`config.mk`:
```
export PLATFORM = sky130hd
export DESIGN_NAME = keepalive_strip_link_monitor
export DESIGN_NICKNAME = d
export VERILOG_FILES = /design/src/sv/kslm_pkg.sv /design/src/sv/keepalive_strip_link_monitor.sv
export SDC_FILE = /design/constraint.sdc
export NUM_CORES = 1
export LEC_CHECK = 0
export ABC_AREA = 1
export BUFFER_PORTS_ARGS = -buffer_cell sky130_fd_sc_hd__buf_4
export CORE_AREA = 2 2 157 121
export CTS_BUF_LIST = sky130_fd_sc_hd__clkbuf_4
export CTS_CLUSTER_SIZE = 40
export DETAILED_ROUTE_END_ITERATION = 7
export DIE_AREA = 0 0 159 123
export GPL_TIMING_DRIVEN = 0
export PLACE_DENSITY_LB_ADDON = 0.25
export SYNTH_ARGS = -nofsm -noshare
export SYNTH_HDL_FRONTEND = slang
export SYNTH_SLANG_ARGS = --single-unit
```
`constraint.sdc`:
```
create_clock -name clk_i -period 3.4 [get_ports clk_i]
set_input_delay 0.34 -clock clk_i [delete_from_list [all_inputs] [get_ports clk_i]]
set_output_delay 0.34 -clock clk_i [all_outputs]
set_load 0.005 [all_outputs]
```
`src/sv/kslm_pkg.sv`:
```
// ----------------------------------------------------------------------------
// kslm_pkg: shared types and constants of the keepalive strip link monitor
// Item kinds, configuration register indexes, sequencer states, health codes
// and register reset values.
// ----------------------------------------------------------------------------
package kslm_pkg;

  // Kind of one inbound item
  typedef enum logic [2:0] {
    KIND_RX    = 3'd0,
    KIND_TICK  = 3'd1,
    KIND_SENT  = 3'd2,
    KIND_START = 3'd3,
    KIND_STOP  = 3'd4
  } kind_e;

  // Configuration register indexes
  typedef enum logic [1:0] {
    CFG_MAGIC  = 2'd0,
    CFG_PERIOD = 2'd1,
    CFG_STALL  = 2'd2,
    CFG_LOST   = 2'd3
  } cfg_idx_e;

  // Link health codes
  typedef enum logic [1:0] {
    HEALTH_OK      = 2'd0,
    HEALTH_STALLED = 2'd1,
    HEALTH_LOST    = 2'd2
  } health_e;

  // Sequencer states
  typedef enum logic [2:0] {
    ST_IDLE,
    ST_EXEC,
    ST_RETEST,
    ST_FLUSH,
    ST_TAIL
  } state_e;

  localparam int unsigned CfgIdxW   = 2;
  localparam int unsigned CfgDataW  = 64;
  localparam int unsigned ThreshW   = 16;
  localparam int unsigned MagicIdxW = 3;

  localparam logic [63:0]        MagicReset  = 64'hF15C_E319_A702_4C4D;
  localparam logic [ThreshW-1:0] PeriodReset = 16'd500;
  localparam logic [ThreshW-1:0] StallReset  = 16'd2500;
  localparam logic [ThreshW-1:0] LostReset   = 16'd20000;

endpackage

```
`src/sv/keepalive_strip_link_monitor.sv`:
```
// ----------------------------------------------------------------------------
// keepalive_strip_link_monitor: keepalive magic stripper and link monitor
// Strips the keepalive magic from inbound bytes in a session, ages silence
// and quiet timers on millisecond ticks and reports link health.
// ----------------------------------------------------------------------------
//
//  channel  | handshake                 | payload
//  ---------+---------------------------+---------------------------------------
//  in       | in_valid_i / in_stall_o   | kind_i, rx_byte_i, link_connected_i
//  result   | res_valid_o / res_stall_i | out_byte_o, out_valid_o, last_o,
//           |                           | send_keepalive_o, health_o
//  config   | cfg_we_i                  | cfg_idx_i, cfg_data_i
//
//  An item passes EXEC and TAIL; a mismatch that flushes held bytes adds
//  RETEST and FLUSH (up to MAGIC_LEN results), and TAIL only if the byte is
//  not held again. The sequencer runs one byte compare and one result per
//  cycle while no result stalls. in_stall_o is high while an item is in the
//  sequencer. A stalled result holds the sequencer; a finished result may
//  wait in the output register while the next item is taken. Reset restores
//  register defaults and clears all session state.
module keepalive_strip_link_monitor #(
  parameter int unsigned MAGIC_LEN  = 8,
  parameter int unsigned TIMER_BITS = 16
) (
  input  logic                             clk_i,
  input  logic                             rst_ni,
  // inbound items
  input  logic                             in_valid_i,
  output logic                             in_stall_o,
  input  logic [2:0]                       kind_i,
  input  logic [7:0]                       rx_byte_i,
  input  logic                             link_connected_i,
  // results
  output logic                             res_valid_o,
  input  logic                             res_stall_i,
  output logic [7:0]                       out_byte_o,
  output logic                             out_valid_o,
  output logic                             last_o,
  output logic                             send_keepalive_o,
  output logic [1:0]                       health_o,
  // configuration
  input  logic                             cfg_we_i,
  input  logic [kslm_pkg::CfgIdxW-1:0]     cfg_idx_i,
  input  logic [kslm_pkg::CfgDataW-1:0]    cfg_data_i
);

  localparam int unsigned HW = (MAGIC_LEN > 2) ? $clog2(MAGIC_LEN) : 1;
  localparam int unsigned CW = (TIMER_BITS > kslm_pkg::ThreshW) ? TIMER_BITS
                                                                : kslm_pkg::ThreshW;
  localparam logic [HW-1:0] HoldLast = HW'(MAGIC_LEN - 1);

  // Saturating increment
  function automatic logic [TIMER_BITS-1:0] age(input logic [TIMER_BITS-1:0] v);
    logic [TIMER_BITS-1:0] r;
    r = (&v) ? v : v + TIMER_BITS'(1);
    return r;
  endfunction

  kslm_pkg::state_e state_q, state_d;

  logic [7:0][7:0]                  magic_q;
  logic [kslm_pkg::ThreshW-1:0]     period_q, stall_q, lost_q;

  logic [2:0]                       kind_q;
  logic [7:0]                       byte_q;
  logic                             conn_q;
  logic                             session_q, session_d;
  logic [HW-1:0]                    hold_q, hold_d;
  logic [HW-1:0]                    cnt_q, cnt_d;
  logic [HW-1:0]                    fl_q, fl_d;
  logic                             tail_valid_q, tail_valid_d;
  logic                             ka_q, ka_d;
  logic [TIMER_BITS-1:0]            silent_q, silent_d;
  logic [TIMER_BITS-1:0]            quiet_q, quiet_d;

  logic                             res_valid_q, res_valid_d;
  logic [7:0]                       obyte_q, obyte_d;
  logic                             ovalid_q, ovalid_d;
  logic                             last_q, last_d;
  logic                             oka_q, oka_d;
  logic [1:0]                       health_q, health_d;

  logic                             in_acc;
  logic                             slot;
  logic [kslm_pkg::MagicIdxW-1:0]   mag_idx;
  logic [7:0]                       mag_byte;
  logic                             hit;
  logic [TIMER_BITS-1:0]            quiet_aged;
  logic [CW-1:0]                    silent_x;
  logic [1:0]                       health_c;
  logic                             fl_end;

  assign in_acc = in_valid_i && (state_q == kslm_pkg::ST_IDLE);
  assign slot   = !res_valid_q || !res_stall_i;
  assign fl_end = (cnt_q == fl_q - HW'(1));

  // Shared magic byte select and compare unit
  always_comb begin
    case (state_q)
      kslm_pkg::ST_FLUSH:  mag_idx = kslm_pkg::MagicIdxW'(cnt_q);
      kslm_pkg::ST_RETEST: mag_idx = '0;
      default:             mag_idx = kslm_pkg::MagicIdxW'(hold_q);
    endcase
  end
  assign mag_byte = magic_q[mag_idx];
  assign hit      = (byte_q == mag_byte);

  assign quiet_aged = age(quiet_q);

  // Health from the state after this item's update
  assign silent_x = CW'(silent_q);
  always_comb begin
    if (!session_q) begin
      health_c = kslm_pkg::HEALTH_OK;
    end else if (!conn_q || silent_x >= CW'(lost_q)) begin
      health_c = kslm_pkg::HEALTH_LOST;
    end else if (silent_x >= CW'(stall_q)) begin
      health_c = kslm_pkg::HEALTH_STALLED;
    end else begin
      health_c = kslm_pkg::HEALTH_OK;
    end
  end

  // Next state
  always_comb begin
    state_d = state_q;
    case (state_q)
      kslm_pkg::ST_IDLE: begin
        if (in_acc) state_d = kslm_pkg::ST_EXEC;
      end
      kslm_pkg::ST_EXEC: begin
        if (kind_q == kslm_pkg::KIND_RX && session_q && !hit && hold_q != '0) begin
          state_d = kslm_pkg::ST_RETEST;
        end else begin
          state_d = kslm_pkg::ST_TAIL;
        end
      end
      kslm_pkg::ST_RETEST: state_d = kslm_pkg::ST_FLUSH;
      kslm_pkg::ST_FLUSH: begin
        if (slot && fl_end) begin
          state_d = tail_valid_q ? kslm_pkg::ST_TAIL : kslm_pkg::ST_IDLE;
        end
      end
      kslm_pkg::ST_TAIL: begin
        if (slot) state_d = kslm_pkg::ST_IDLE;
      end
      default: state_d = kslm_pkg::ST_IDLE;
    endcase
  end

  // Datapath and result outputs
  always_comb begin
    session_d    = session_q;
    hold_d       = hold_q;
    cnt_d        = cnt_q;
    fl_d         = fl_q;
    tail_valid_d = tail_valid_q;
    ka_d         = ka_q;
    silent_d     = silent_q;
    quiet_d      = quiet_q;
    res_valid_d  = res_valid_q && res_stall_i;
    obyte_d      = obyte_q;
    ovalid_d     = ovalid_q;
    last_d       = last_q;
    oka_d        = oka_q;
    health_d     = health_q;

    case (state_q)
      kslm_pkg::ST_EXEC: begin
        tail_valid_d = 1'b0;
        ka_d         = 1'b0;
        case (kind_q)
          kslm_pkg::KIND_RX: begin
            if (!session_q) begin
              tail_valid_d = 1'b1;
            end else begin
              silent_d = '0;
              if (hit) begin
                hold_d = (hold_q == HoldLast) ? '0 : hold_q + HW'(1);
              end else if (hold_q != '0) begin
                fl_d   = hold_q;
                hold_d = '0;
              end else begin
                tail_valid_d = 1'b1;
              end
            end
          end
          kslm_pkg::KIND_TICK: begin
            silent_d = age(silent_q);
            quiet_d  = quiet_aged;
            if (session_q && conn_q &&
                CW'(quiet_aged) >= CW'(period_q)) begin
              ka_d    = 1'b1;
              quiet_d = '0;
            end
          end
          kslm_pkg::KIND_SENT: quiet_d = '0;
          kslm_pkg::KIND_START: begin
            session_d = 1'b1;
            hold_d    = '0;
            silent_d  = '0;
            quiet_d   = '0;
          end
          kslm_pkg::KIND_STOP: begin
            session_d = 1'b0;
            hold_d    = '0;
          end
          default: ;
        endcase
      end
      kslm_pkg::ST_RETEST: begin
        // retest the byte against the first magic byte
        hold_d       = hit ? HW'(1) : '0;
        tail_valid_d = !hit;
        cnt_d        = '0;
      end
      kslm_pkg::ST_FLUSH: begin
        if (slot) begin
          res_valid_d = 1'b1;
          obyte_d     = mag_byte;
          ovalid_d    = 1'b1;
          last_d      = fl_end && !tail_valid_q;
          oka_d       = 1'b0;
          health_d    = health_c;
          cnt_d       = cnt_q + HW'(1);
        end
      end
      kslm_pkg::ST_TAIL: begin
        if (slot) begin
          res_valid_d = 1'b1;
          obyte_d     = tail_valid_q ? byte_q : 8'h00;
          ovalid_d    = tail_valid_q;
          last_d      = 1'b1;
          oka_d       = ka_q;
          health_d    = health_c;
        end
      end
      default: ;
    endcase
  end

  // Control registers
  always_ff @(posedge clk_i or negedge rst_ni) begin
    if (!rst_ni) begin
      state_q     <= kslm_pkg::ST_IDLE;
      session_q   <= 1'b0;
      hold_q      <= '0;
      silent_q    <= '0;
      quiet_q     <= '0;
      res_valid_q <= 1'b0;
      magic_q     <= kslm_pkg::MagicReset;
      period_q    <= kslm_pkg::PeriodReset;
      stall_q     <= kslm_pkg::StallReset;
      lost_q      <= kslm_pkg::LostReset;
    end else begin
      state_q     <= state_d;
      session_q   <= session_d;
      hold_q      <= hold_d;
      silent_q    <= silent_d;
      quiet_q     <= quiet_d;
      res_valid_q <= res_valid_d;
      if (cfg_we_i) begin
        case (cfg_idx_i)
          kslm_pkg::CFG_MAGIC:  magic_q  <= cfg_data_i;
          kslm_pkg::CFG_PERIOD: period_q <= cfg_data_i[kslm_pkg::ThreshW-1:0];
          kslm_pkg::CFG_STALL:  stall_q  <= cfg_data_i[kslm_pkg::ThreshW-1:0];
          kslm_pkg::CFG_LOST:   lost_q   <= cfg_data_i[kslm_pkg::ThreshW-1:0];
          default: ;
        endcase
      end
    end
  end

  // Payload registers
  always_ff @(posedge clk_i) begin
    if (in_acc) begin
      kind_q <= kind_i;
      byte_q <= rx_byte_i;
      conn_q <= link_connected_i;
    end
    cnt_q        <= cnt_d;
    fl_q         <= fl_d;
    tail_valid_q <= tail_valid_d;
    ka_q         <= ka_d;
    obyte_q      <= obyte_d;
    ovalid_q     <= ovalid_d;
    last_q       <= last_d;
    oka_q        <= oka_d;
    health_q     <= health_d;
  end

  assign in_stall_o       = (state_q != kslm_pkg::ST_IDLE);
  assign res_valid_o      = res_valid_q;
  assign out_byte_o       = obyte_q;
  assign out_valid_o      = ovalid_q;
  assign last_o           = last_q;
  assign send_keepalive_o = oka_q;
  assign health_o         = health_q;

  // Holdback never reaches a full magic
  a_hold_range: assert property (@(posedge clk_i) disable iff (!rst_ni)
    32'(hold_q) < MAGIC_LEN)
    else $error("holdback count out of range");

  // A keepalive request rides only on the single data-free result of a tick
  a_ka_alone: assert property (@(posedge clk_i) disable iff (!rst_ni)
    res_valid_q && oka_q |-> last_q && !ovalid_q && obyte_q == 8'h00)
    else $error("keepalive request on a data result");

  // A result waiting while the sequencer is idle closes its item
  a_idle_last: assert property (@(posedge clk_i) disable iff (!rst_ni)
    state_q == kslm_pkg::ST_IDLE && res_valid_q |-> last_q)
    else $error("item left unfinished");

  // A tail result given while no session is up reads health ok
  a_health_nosess: assert property (@(posedge clk_i) disable iff (!rst_ni)
    state_q == kslm_pkg::ST_TAIL && slot && !session_q
    |=> health_q == kslm_pkg::HEALTH_OK)
    else $error("health without session");

  // A flush always follows a retest of a mismatched byte
  a_flush_entry: assert property (@(posedge clk_i) disable iff (!rst_ni)
    $rose(state_q == kslm_pkg::ST_FLUSH) |-> $past(state_q) == kslm_pkg::ST_RETEST
    && fl_q != '0)
    else $error("flush without retest");

endmodule
```
# Word-level counts from Yosys, hierarchy flattened
# Index checks and enable logic that the tools add are counted.
# word_totals
register_bits	185
inputBits	83
out_inout_bits	15
word_cells	157
# op_classes
addsub	5
order_cmp	4
eq_ne	23
n_mux	47
bitwise	2
reduce_logical	46
# ops
cell	n
2-to-1 mux 16 bit	4
>= comparator 16 bit	3
case mux 16 bit (3 select lines)	1
adder 16 x 1 -> 16 bit (second input constant)	2
2-to-1 mux 8 bit	4
case mux 16 bit (2 select lines)	1
AND reduction 16 bit	2
2-to-1 mux 3 bit	10
binary-select mux 8 bit (select 3 bit)	1
case mux 3 bit (2 select lines)	4
case mux 8 bit (2 select lines)	1
AND reduction 2 bit	8
case mux 3 bit (5 select lines)	1
2-to-1 mux 1 bit	14
equality test 3 x 2 -> 1 bit (second input constant)	4
inequality test 2 bit (second input constant)	6
case mux 1 bit (2 select lines)	5
nonzero test 2 bit	5
equality test 3 bit (second input constant)	3
logical AND 1 bit	9
nonzero test 3 bit	3
equality test 8 bit	1
AND reduction 4 bit	2
OR reduction 2 bit	4
17 further kinds	29

# Longest topological paths before layout
# Gate-level depths: netlist of the first run.
# depth
ltp_word	10
depth_mapped	21
ltp_nobuf	20

# Least setup slack after synthesis of the first run
# Ideal clock, no wire load.
# synth_path
path_kind	register to register
start	register quiet_q[2]
end	register ka_q (data pin)
setup_time_ps	264
arrival_ps	2994
required_time_ps	3136
setup_slack_ps	141
stages_incl_launch_ff	20
n_path_buf	1
period_less_slack_ps	3259
path_cell_list	dfrtp_1 > inv_1 > nor3_1 > inv_1 > nor2_1 > inv_1 > nor3_1 > inv_1 > nor2_1 > inv_1 > o32ai_1 > inv_1 > ha_1 > nand2_1 > nor2_1 > a211oi_1 > o311ai_0 > o211ai_1 > clkbuf_1 > nor2_1
# synth_between
elab_chain_cells	5
elab_cells_between_ends	6
classes_between	1 x add/sub; 1 x order compare; 2 x mux; 2 x reduce/logical
# synth_rtl
item	line	text
start: declaration	keepalive_strip_link_monitor.sv:74	logic [TIMER_BITS-1:0] quiet_q, quiet_d;
start signal: assignment	keepalive_strip_link_monitor.sv:260	quiet_q <= quiet_d;
adder 16 x 1 -> 16 bit or AND reduction 16 bit (tied branches)	keepalive_strip_link_monitor.sv:55	r = (&v) ? v : v + TIMER_BITS'(1);
2-to-1 mux 16 bit (*)	keepalive_strip_link_monitor.sv:55	
>= comparator 16 bit (*)	keepalive_strip_link_monitor.sv:192	CW'(quiet_aged) >= CW'(period_q)) begin
logical AND 1 bit (*)	keepalive_strip_link_monitor.sv:191	if (session_q && conn_q &&
2-to-1 mux 1 bit (*)	keepalive_strip_link_monitor.sv:191	
end signal: assignment	keepalive_strip_link_monitor.sv:284	ka_q <= ka_d;
end: declaration	keepalive_strip_link_monitor.sv:72	logic ka_q, ka_d;
# Every way passes the cells marked *; elsewhere a longest branch is shown, timed or not.
# A chain may end at the register's enable or synchronous reset.

# Final worst setup path of the first run
# layout_path
start	register quiet_q[3]
end	register ka_q (data pin)
# Same word-level chain as after synthesis.

==> results.cfg, run 1 <==
[timing]
rsz0062_at_grt = yes
setup_viol = 1
post-route-period-util_pct = 100.0
fin_crit_ns = 3.401
timing.fmax_ghz = 0.2940
tightest_slew_ns = 1.208
setup_slack_ns = -0.001259
timing.clock.skew_ns = 0.02224
finalHoldViolations = 0
final_max_slew_viol_count = 0
max_slew_margin_pct = 19.14
setup_tns_ns = -0.001259

[power]
irDropWorstVdd_uv = 281.7
pwr-share-clk_pct = 23.1
p_switching_mw = 1.790
p_leak_nw = 5.873
p_total_mw = 5.571
seq_power_share_pct = 52.3
power_density_nw_per_um2 = 457.1
internal_power_mw = 3.781
combPwrFrac_pct = 24.5
switching_share_pct = 32.13

[worst_setup_path]
start_kind = flop
critPathCaptureType = flop
crit_required_ns = 3.74
crit_fanout = 5
crit_arrival_ns = 3.75
critPathKind = flop to flop

[synthesis]
netlist_instances = 1127
async_reset_ff_share_pct = 82.16
synth_flop_cell = dfrtp_1
synth_edf_count = 33
yosysWarnings = 0
synth_seq_cells = 185
ys_seq_area_share_pct = 48.96
synthesis.area_um2 = 9911
yosys.cell_types.count = 50
syn_nets = 1265
postSynthAreaPerCell_um2 = 8.794

[die]
start_util_pct = 54.82
core_area_um2 = 18080
die-area_um2 = 19560
num_io_pins = 98
die_h_um = 123
rows = 43
die_x_um = 159

[cts]
clk_latency_ns = 0.60
cts-buffers-inserted = 17
clock-sinks = 185
h-tree-depth = 4
path_clk_slew_ns = 0.15
clockBufferDepth = 2
root_buffer = clkbuf_4
cts_tree = yes

[outcome]
violations = negative setup slack
outcome = finished, violations left

[cells_and_area]
drive_above_1_share_pct = 23.41
final_cell_mix = nand2_1 (269), inv_1 (148), buf_4 (110)
fin_util_pct = 67.41
nNetsFinal = 1458
diodes = 0
stdcell_count = 1580
layout_commonest_cell = nand2_1
areaGrowthSynthToFinish_pct = 22.96

[place]
dp.cells = 1472
io_buffer_count = 97
dpl.hpwl_um = 18330
place.gp.congestion = 0.8714

[route]
routed_wl_um = 26670
drtIter0Drc = 705
vias = 8480
firstDrtPassIters = 6
via_per_inst = 5.367
drc_errors = 0
post_drt_wl_per_cell_um = 16.88
antenna_left = 0

[worst_hold_path]
hold_class = primary input to flop

[global_routing]
grt_overflow_total = 0
grt_max_degree = 95
grt_pass1_vias = 8014
grt_util_all_layers_pct = 28.07
antenna_found_initial = 0
grt_pass1_wl_um = 42390

[flow_run]
drv_cap = 0
-- metal layers --
| metal | up-vias | GRT usage, % | routed length [um] | share of wire (%) |
|---|---|---|---|---|
| met4 | 0 | 9.034 | 470 | 1.8 |
| met5 | - | 0 | 0 | 0 |
| met2 | 308 | 44.59 | 12120 | 45 |
| met3 | 33 | 5.871 | 2202 | 8.3 |
| li1 | 4091 | - | - | - |
| met1 | 4048 | 39.09 | 11880 | 45 |
-- critical path, cell delays in order, from the launching register on --
cell and delay, ns:
dfrtp_1 0.44, inv_2 0.08, nor3_2 0.18, inv_1 0.10, nor3_4 0.23, buf_4 0.16
inv_2 0.04, nor2_4 0.12, nand2_2 0.10, inv_1 0.08, nor3_2 0.05, a21oi_2 0.16
ha_1 0.28, a21oi_2 0.15, o21ai_1 0.09, nand4_1 0.07, o211ai_1 0.10, nand3_1 0.10
o311ai_2 0.10, o211ai_1 0.17, buf_4 0.17, buf_8 0.13, nor2_4 0.05
-- flip-flops by register name (all words and copies together), names as in the netlist --
register / count
res_valid_o: 1
out_byte_o: 8
quiet_q: 16
fl_q: 3
stall_q: 16
magic_q: 64
out_valid_o: 1
period_q: 16
conn_q: 1
ka_q: 1
hold_q: 3
cnt_q: 3
silent_q: 16
tail_valid_q: 1
send_keepalive_o: 1
last_o: 1
kind_q: 3
session_q: 1
health_o: 2
lost_q: 16
byte_q: 8
state_q: 3
-- power by group through the flow --
stage	clock network (mW)	registers (mW)	logic, mW
floorplan	0	2.89	0.818
global placement	0	2.93	1.21
detailed placement	0	2.95	1.26
CTS	1.30	2.91	1.32
global route	1.37	2.96	1.55
finish	1.29	2.92	1.37
-- repair_timing --
action                                  4_1_cts  5_1_grt
endpoints found under the hold margin       101        0
endpoints found under the setup margin       17       17
setup buffers                                 1       12
resized for setup                            13       36
pin swaps                                     1       18
cloned                                        0        1
hold buffers                                 62        0
-- metrics by stage --
step	setup slack, ns	hold WS (ns)	cell area (um2)
3_5_place_dp	-0.9336	0.3674	10980
6_report	-0.001259	0.09749	12190
5_1_grt	-0.1868	0.09352	12190
4_1_cts	0.01127	0.05865	11940
3_3_place_gp	-0.9012	0.4675	10950
2_1_floorplan	0.1415	0.04441	9911
-- cells by family (layout without fill, tap and decap cells) --
family                     count (synthesis)  count (layout)  synth area share [%]
adders and majority gates                 55              55                 6.944
and+or+nand+nor                          487             487                 21.44
AOI/OAI and AO/OA                        147             147                 8.257
buffers and inverters                    191             397                 7.714
xor gates and xnor gates                  14              14                 1.237
DFF                                      185             185                 48.96
muxes                                     48              48                 5.454
-- synth_stat cells, drive strengths merged, types with 2 or more instances --
cell / n / area (um2)
xnor2: 5 / 43.79
nor4: 4 / 25.02
nand2: 277 / 1060
xor2: 9 / 78.83
nor2: 59 / 254.0
mux2: 48 / 540.5
o211ai: 3 / 22.52
ha: 55 / 688.2
nor3: 24 / 125.1
o21ai: 97 / 485.5
nand4: 11 / 68.82
nand3: 108 / 565.5
clkbuf: 17 / 63.81
buf: 15 / 103.8
o22ai: 2 / 18.77
a21oi: 28 / 143.9
dfrtp: 106 / 2653
inv: 159 / 596.8
a211oi: 5 / 37.54
edfxtp: 33 / 991.0
dfstp: 46 / 1209
-- final timing paths --
kind / depth (start not counted) / start / slack, ns / to
max in group asynchronous: 3 / rst_ni / 2.19 / stall_q[8]$_DFFE_PN1P_
setup / recovery: 22 / quiet_q[3]$_DFFE_PN0P_ / -0.001 / ka_q$_SDFFCE_PN0P_
hold / removal: 3 / cfg_data_i[5] / 0.1 / lost_q[5]$_DFFE_PN1P_
hold reg to reg: 2 / magic_q[10]$_DFFE_PN1P_ / 0.50 / magic_q[10]$_DFFE_PN1P_
setup reg to reg: 22 / quiet_q[3]$_DFFE_PN0P_ / -0.001 / ka_q$_SDFFCE_PN0P_
min in group asynchronous: 2 / rst_ni / 0.26 / magic_q[49]$_DFFE_PN0P_
-- layout make-up --
type,instances,area (um2)
well taps,247,309.0
fillers,1487,5891
plain buffers,32,178.9
inverters,159,599.3
clock inverters,14,155.1
clock buffers,18,135.1
multi-input cells,751,4468
repair buffers,174,1489
flip-flops and latches,185,4852
(Power assumes the default switching activity.)
==> inputs of run 2 (changes only) <==
PLACE_DENSITY = 0.78   (was default)
PLACE_DENSITY_LB_ADDON = default   (was 0.25)
==> run 2 against run 1 <==
Net effect:
- the run still ends with negative setup slack left
- clock power hardly changed
- die area did not move
- sequential power hardly changed
- flip-flop and latch count did not move
- first-iteration DRC count is 14% higher
- combinational power up 3%
- non-clock buffer count rose by 2
- critical path depth increased by 1
- highest routed layer unchanged
==> results.cfg, run 2 (synthesized netlist as in run 1, its figures left out) <==
[timing]
finalHoldViolations = 0
setup_slack_ns = -0.08610
timing.fmax_ghz = 0.2869
tightest_slew_ns = 1.176
fin_crit_ns = 3.486
setup_tns_ns = -1.084
setup_viol = 17
rsz0062_at_grt = yes
max_slew_margin_pct = 21.29
timing.clock.skew_ns = 0.03256
holdWs_ns = 0.09032
final_max_slew_viol_count = 0
post-route-period-util_pct = 102.5

[die]
die-area_um2 = 19560
die_x_um = 159
start_util_pct = 54.82
die_h_um = 123
rows = 43
core_area_um2 = 18080
num_io_pins = 98

[global_routing]
grt_pass1_vias = 8179
antenna_found_initial = 0
grt_overflow_total = 0
grt_util_all_layers_pct = 28.42
grt_max_degree = 101
grt_pass1_wl_um = 43050

[worst_setup_path]
path_cells = nand2_2, nor3_2, inv_2, nor3_4, buf_6, inv_4, nor2_4, nand2_4, nand2_1, xor2_1, inv_1, ha_4, nand2_1, inv_1, nand4_1, o211ai_1, nand3_1, o311ai_1, o211ai_1, buf_4, buf_8, nand3_1, nand2_1
start_kind = flop
slowest_stage = dfrtp_1
reg2regPathDepth = 23
critPathKind = flop to flop
crit_required_ns = 3.89
cpMostUsedCell = nand2_1
crit_arrival_ns = 3.98
critPathCaptureType = flop
crit_fanout = 5
max_stage_delay_ns = 0.45
r2r_setup_slack_ns = -0.09

[place]
io_buffer_count = 97
dp_slack_ns = -0.7159
dp.cells = 1472
dpl.hpwl_um = 18240
dpl-instance-area_um2 = 10980
place.gp.congestion = 0.8905

[cts]
path_clk_slew_ns = 0.15
clockBufferDepth = 2
cts_tree = yes
clock-sinks = 185
root_buffer = clkbuf_4
h-tree-depth = 4
clk_latency_ns = 0.61
cts-buffers-inserted = 17

[cells_and_area]
layout_commonest_cell = nand2_1
areaGrowthSynthToFinish_pct = 23.82
stdcell_count = 1582
drive_above_1_share_pct = 24.34
largest_reg_flops = 64
final_cell_mix = nand2_1 (264), inv_1 (148), buf_4 (109)
diodes = 0
stdcell_area_um2 = 12270
nNetsFinal = 1460
max_flop_register = magic_q
fin_util_pct = 67.88

[outcome]
violations = negative setup slack
outcome = finished, violations left

[route]
drtIter0Drc = 804
post_drt_wl_per_cell_um = 17.45
routed_wl_um = 27610
vias = 8698
firstDrtPassIters = 6
drc_errors = 0
via_per_inst = 5.498
antenna_left = 0

[power]
irDropWorstVdd_uv = 271.8
p_total_mw = 5.579
power_density_nw_per_um2 = 454.6
p_leak_nw = 5.916

[worst_hold_path]
hold_path_depth = 3
hold_class = primary input to flop

[flow_run]
drv_cap = 0
## run 2: cell types whose count changed in the layout (fill, tap and decap cells not counted), moves of 2 or more
cell / change
nand2_2: +4
buf_6: +3
nand3_1: -4
inv_2: -2
nand2_1: -5
inv_6: +2
clkinvlp_4: -2
inv_8: +2
nor2_4: -2
nor2_2: +3
nand3_2: +3
## run 2: power breakdown
group	internal (mW)	switching [mW]
clock network	0.443	0.816
logic	0.585	0.825
registers	2.70	0.208
## run 2: area by class of cell
type	instances	area (um2)
clock buffer	17	127.6
buffer	32	178.9
fill	1377	5806
tap	247	309.0
inverter	159	601.8
timing repair buffer	176	1515
clock inverter	15	150.1
sequential	185	4852
multi-input combinational	751	4537
## run 2: repair_timing
action,CTS,global route
cloned,1,0
setup endpoints to repair,17,17
pin swaps,1,26
buffers inserted,2,13
endpoints found under the hold margin,102,0
resized for setup,7,61
hold buffers,62,0
## run 2: path summary, 6_finish.rpt
path                                                 to                   start
worst min register to register    lost_q[2]$_DFFE_PN0P_   lost_q[2]$_DFFE_PN0P_
worst min-delay path            magic_q[15]$_DFFE_PN0P_          cfg_data_i[15]
worst max register to register  quiet_q[15]$_DFFE_PN0P_  quiet_q[4]$_DFFE_PN0P_
min in group asynchronous       magic_q[57]$_DFFE_PN0P_                  rst_ni
max in group asynchronous         lost_q[9]$_DFFE_PN1P_                  rst_ni
worst max-delay path            quiet_q[15]$_DFFE_PN0P_  quiet_q[4]$_DFFE_PN0P_
## run 2: worst max-delay path: cells and delay by family, from the launching register on
kind	cells	cell delay (ns)
simple gates	11	1.30
buf+inv	7	0.79
flops	1	0.45
compound gates	3	0.37
fa+ha+maj	1	0.28
xor+xnor	1	0.18
## run 2: metal layers
layer / GRT usage [%] / up-vias / part of all wire (%)
met3: 5.434 / 61 / 6.8
met2: 48.78 / 356 / 48
li1: - / 4102 / -
met1: 37.81 / 4179 / 43
met4: 6.989 / 0 / 2.7
met5: 0 / - / 0
==> inputs of run 3 (changes only) <==
GPL_TIMING_DRIVEN = default   (was 0)
==> run 3 against run 2 <==
Net effect:
- the run now ends clean
- clock skew is 0.0097 ns lower
- setup slack gained 0.21 ns
- wire length fell by 4.8%
- critical endpoint is now quiet_q[2]$_DFFE_PN0P_
- largest power group unchanged
- largest cell class unchanged
==> results.cfg, run 3 (synthesized netlist as in run 1, its figures left out) <==
[timing]
post-route-period-util_pct = 96.45
final_max_slew_viol_count = 0
tightest_slew_ns = 1.106
fin_crit_ns = 3.279
setup_viol = 0
timing.fmax_ghz = 0.3049
max_slew_margin_pct = 26.05
timing.clock.skew_ns = 0.02288
finalHoldViolations = 0
rsz0062_at_grt = yes
holdWs_ns = 0.06561
setup_tns_ns = 0

[cells_and_area]
final_cell_mix = nand2_1 (268), inv_1 (150), buf_4 (119)
nNetsFinal = 1438
largest_reg_flops = 64
areaGrowthSynthToFinish_pct = 21.35
drive_above_1_share_pct = 22.85
max_flop_register = magic_q
layout_commonest_cell = nand2_1

[die]
rows = 43
die_h_um = 123
num_io_pins = 98
die_x_um = 159
start_util_pct = 54.82
die-area_um2 = 19560
core_area_um2 = 18080

[route]
drtIter0Drc = 731
routed_wl_um = 26280
post_drt_wl_per_cell_um = 16.83
drc_errors = 0
firstDrtPassIters = 7
antenna_left = 0
vias = 8484
via_per_inst = 5.435

[cts]
h-tree-depth = 4
path_clk_slew_ns = 0.16
clock-sinks = 185
clockBufferDepth = 2
clk_latency_ns = 0.60
root_buffer = clkbuf_4
cts_tree = yes
cts-buffers-inserted = 17

[worst_setup_path]
critPathCaptureType = flop
reg2reg_from = quiet_q[3]$_DFFE_PN0P_
slowest_stage = dfrtp_1
critPathKind = flop to flop
max_stage_delay_ns = 0.41
crit_arrival_ns = 3.81
start_kind = flop
crit_fanout = 6
cp-startpoint = quiet_q[3]$_DFFE_PN0P_
crit_required_ns = 3.94
path_cells = inv_1, nor3_2, inv_2, nor3_4, inv_1, nor2_2, nand2_1, inv_1, nor3_2, nand2_1, xnor2_2, buf_4, ha_4, a21oi_1, o211ai_1, nand3_1, o311ai_1, o211ai_1, buf_4, buf_6, nand3_1, nand2_1

[outcome]
outcome = completed

[power]
power_density_nw_per_um2 = 458.1
irDropWorstVdd_uv = 238.2
p_leak_nw = 5.843

[worst_hold_path]
hp-start = cfg_data_i[0]
hold_class = primary input to flop

[global_routing]
grt_overflow_total = 0
antenna_found_initial = 1
grt_pass1_wl_um = 42160
grt_util_all_layers_pct = 27.70
grt_max_degree = 63
grt_pass1_vias = 8087

[place]
dpl.hpwl_um = 17840
place.gp.congestion = 0.8702
io_buffer_count = 97

[flow_run]
drv_cap = 0
-- run 3: cell types whose count changed in the layout (fill, tap and decap cells not counted), moves of 3 or more --
cell	previous run	this run
nand2_1	264	268
clkbuf_1	16	0
nand2_2	11	8
buf_2	5	1
buf_6	10	2
nand3_2	8	2
buf_4	109	119
clkinv_2	5	0
nor2_2	12	9
nand3_1	97	104
buf_1	4	0
nor2_1	44	48
-- run 3: stage by stage --
| step | instance area (um2) | setup slack (ns) | utilization (%) | instances | power, mW |
|---|---|---|---|---|---|
| after floorplan | 9911 | 0.1415 | - | 1127 | 3.705 |
| after global placement | 10920 | 0.1310 | 60.43 | 1454 | 4.156 |
| after detailed placement | 10920 | 0.02120 | 60.43 | 1454 | 4.217 |
| after CTS | 11830 | 0.04805 | 65.46 | 1548 | 5.503 |
| after global routing | 12030 | -0.1426 | 66.53 | 1561 | 5.865 |
| final | 12030 | 0.1206 | 66.53 | 1561 | 5.510 |
-- run 3: area by class of cell --
class,count,area (um2)
Inverter,159,596.8
Sequential cell,185,4852
Clock buffer,17,127.6
Fill cell,1402,6051
Clock inverter,15,155.1
Timing Repair Buffer,186,1582
Antenna cell,1,2.502
Multi-Input combinational cell,751,4402
Tap cell,247,309.0
-- run 3: what timing repair did --
| item | CTS | global route |
|---|---|---|
| setup endpoints to repair | 9 | 17 |
| hold buffers | 62 | 0 |
| pin swaps | 0 | 8 |
| hold endpoints to repair | 90 | 0 |
| gates cloned | 0 | 1 |
| setup buffers | 0 | 11 |
| resized for setup | 1 | 26 |
-- run 3: where the power goes --
| group | total, mW | internal (mW) | switching [mW] |
|---|---|---|---|
| clock network | 1.23 | 0.393 | 0.841 |
| registers | 2.91 | 2.70 | 0.212 |
| logic | 1.36 | 0.573 | 0.791 |
-- run 3: worst paths after layout --
check / to / slack (ns) / cells past startpoint
max in group asynchronous: stall_q[7]$_DFFE_PN1P_ / 2.21 / 3
min: magic_q[0]$_DFFE_PN1P_ / 0.07 / 3
max reg2reg: quiet_q[2]$_DFFE_PN0P_ / 0.12 / 22
min reg2reg: magic_q[6]$_DFFE_PN1P_ / 0.50 / 2
max: quiet_q[2]$_DFFE_PN0P_ / 0.12 / 22
min in group asynchronous: magic_q[53]$_DFFE_PN0P_ / 0.24 / 2
-- run 3: critical path: cells and delay by family, from the launching register on --
| family | cells | cell delay (ns) |
|---|---|---|
| flip-flops | 1 | 0.41 |
| AND/OR/NAND/NOR | 9 | 1.01 |
| AO/OA/AOI/OAI | 4 | 0.66 |
| buffers and inverters | 7 | 0.80 |
| XOR/XNOR | 1 | 0.12 |
| adder cells (fa/ha/maj) | 1 | 0.21 |
-- run 3: layer usage --
metal	part of all wire [%]	track usage, %
met5	0	0
met2	47	45.49
met3	6.4	5.736
met1	43	37.16
met4	3.6	9.602
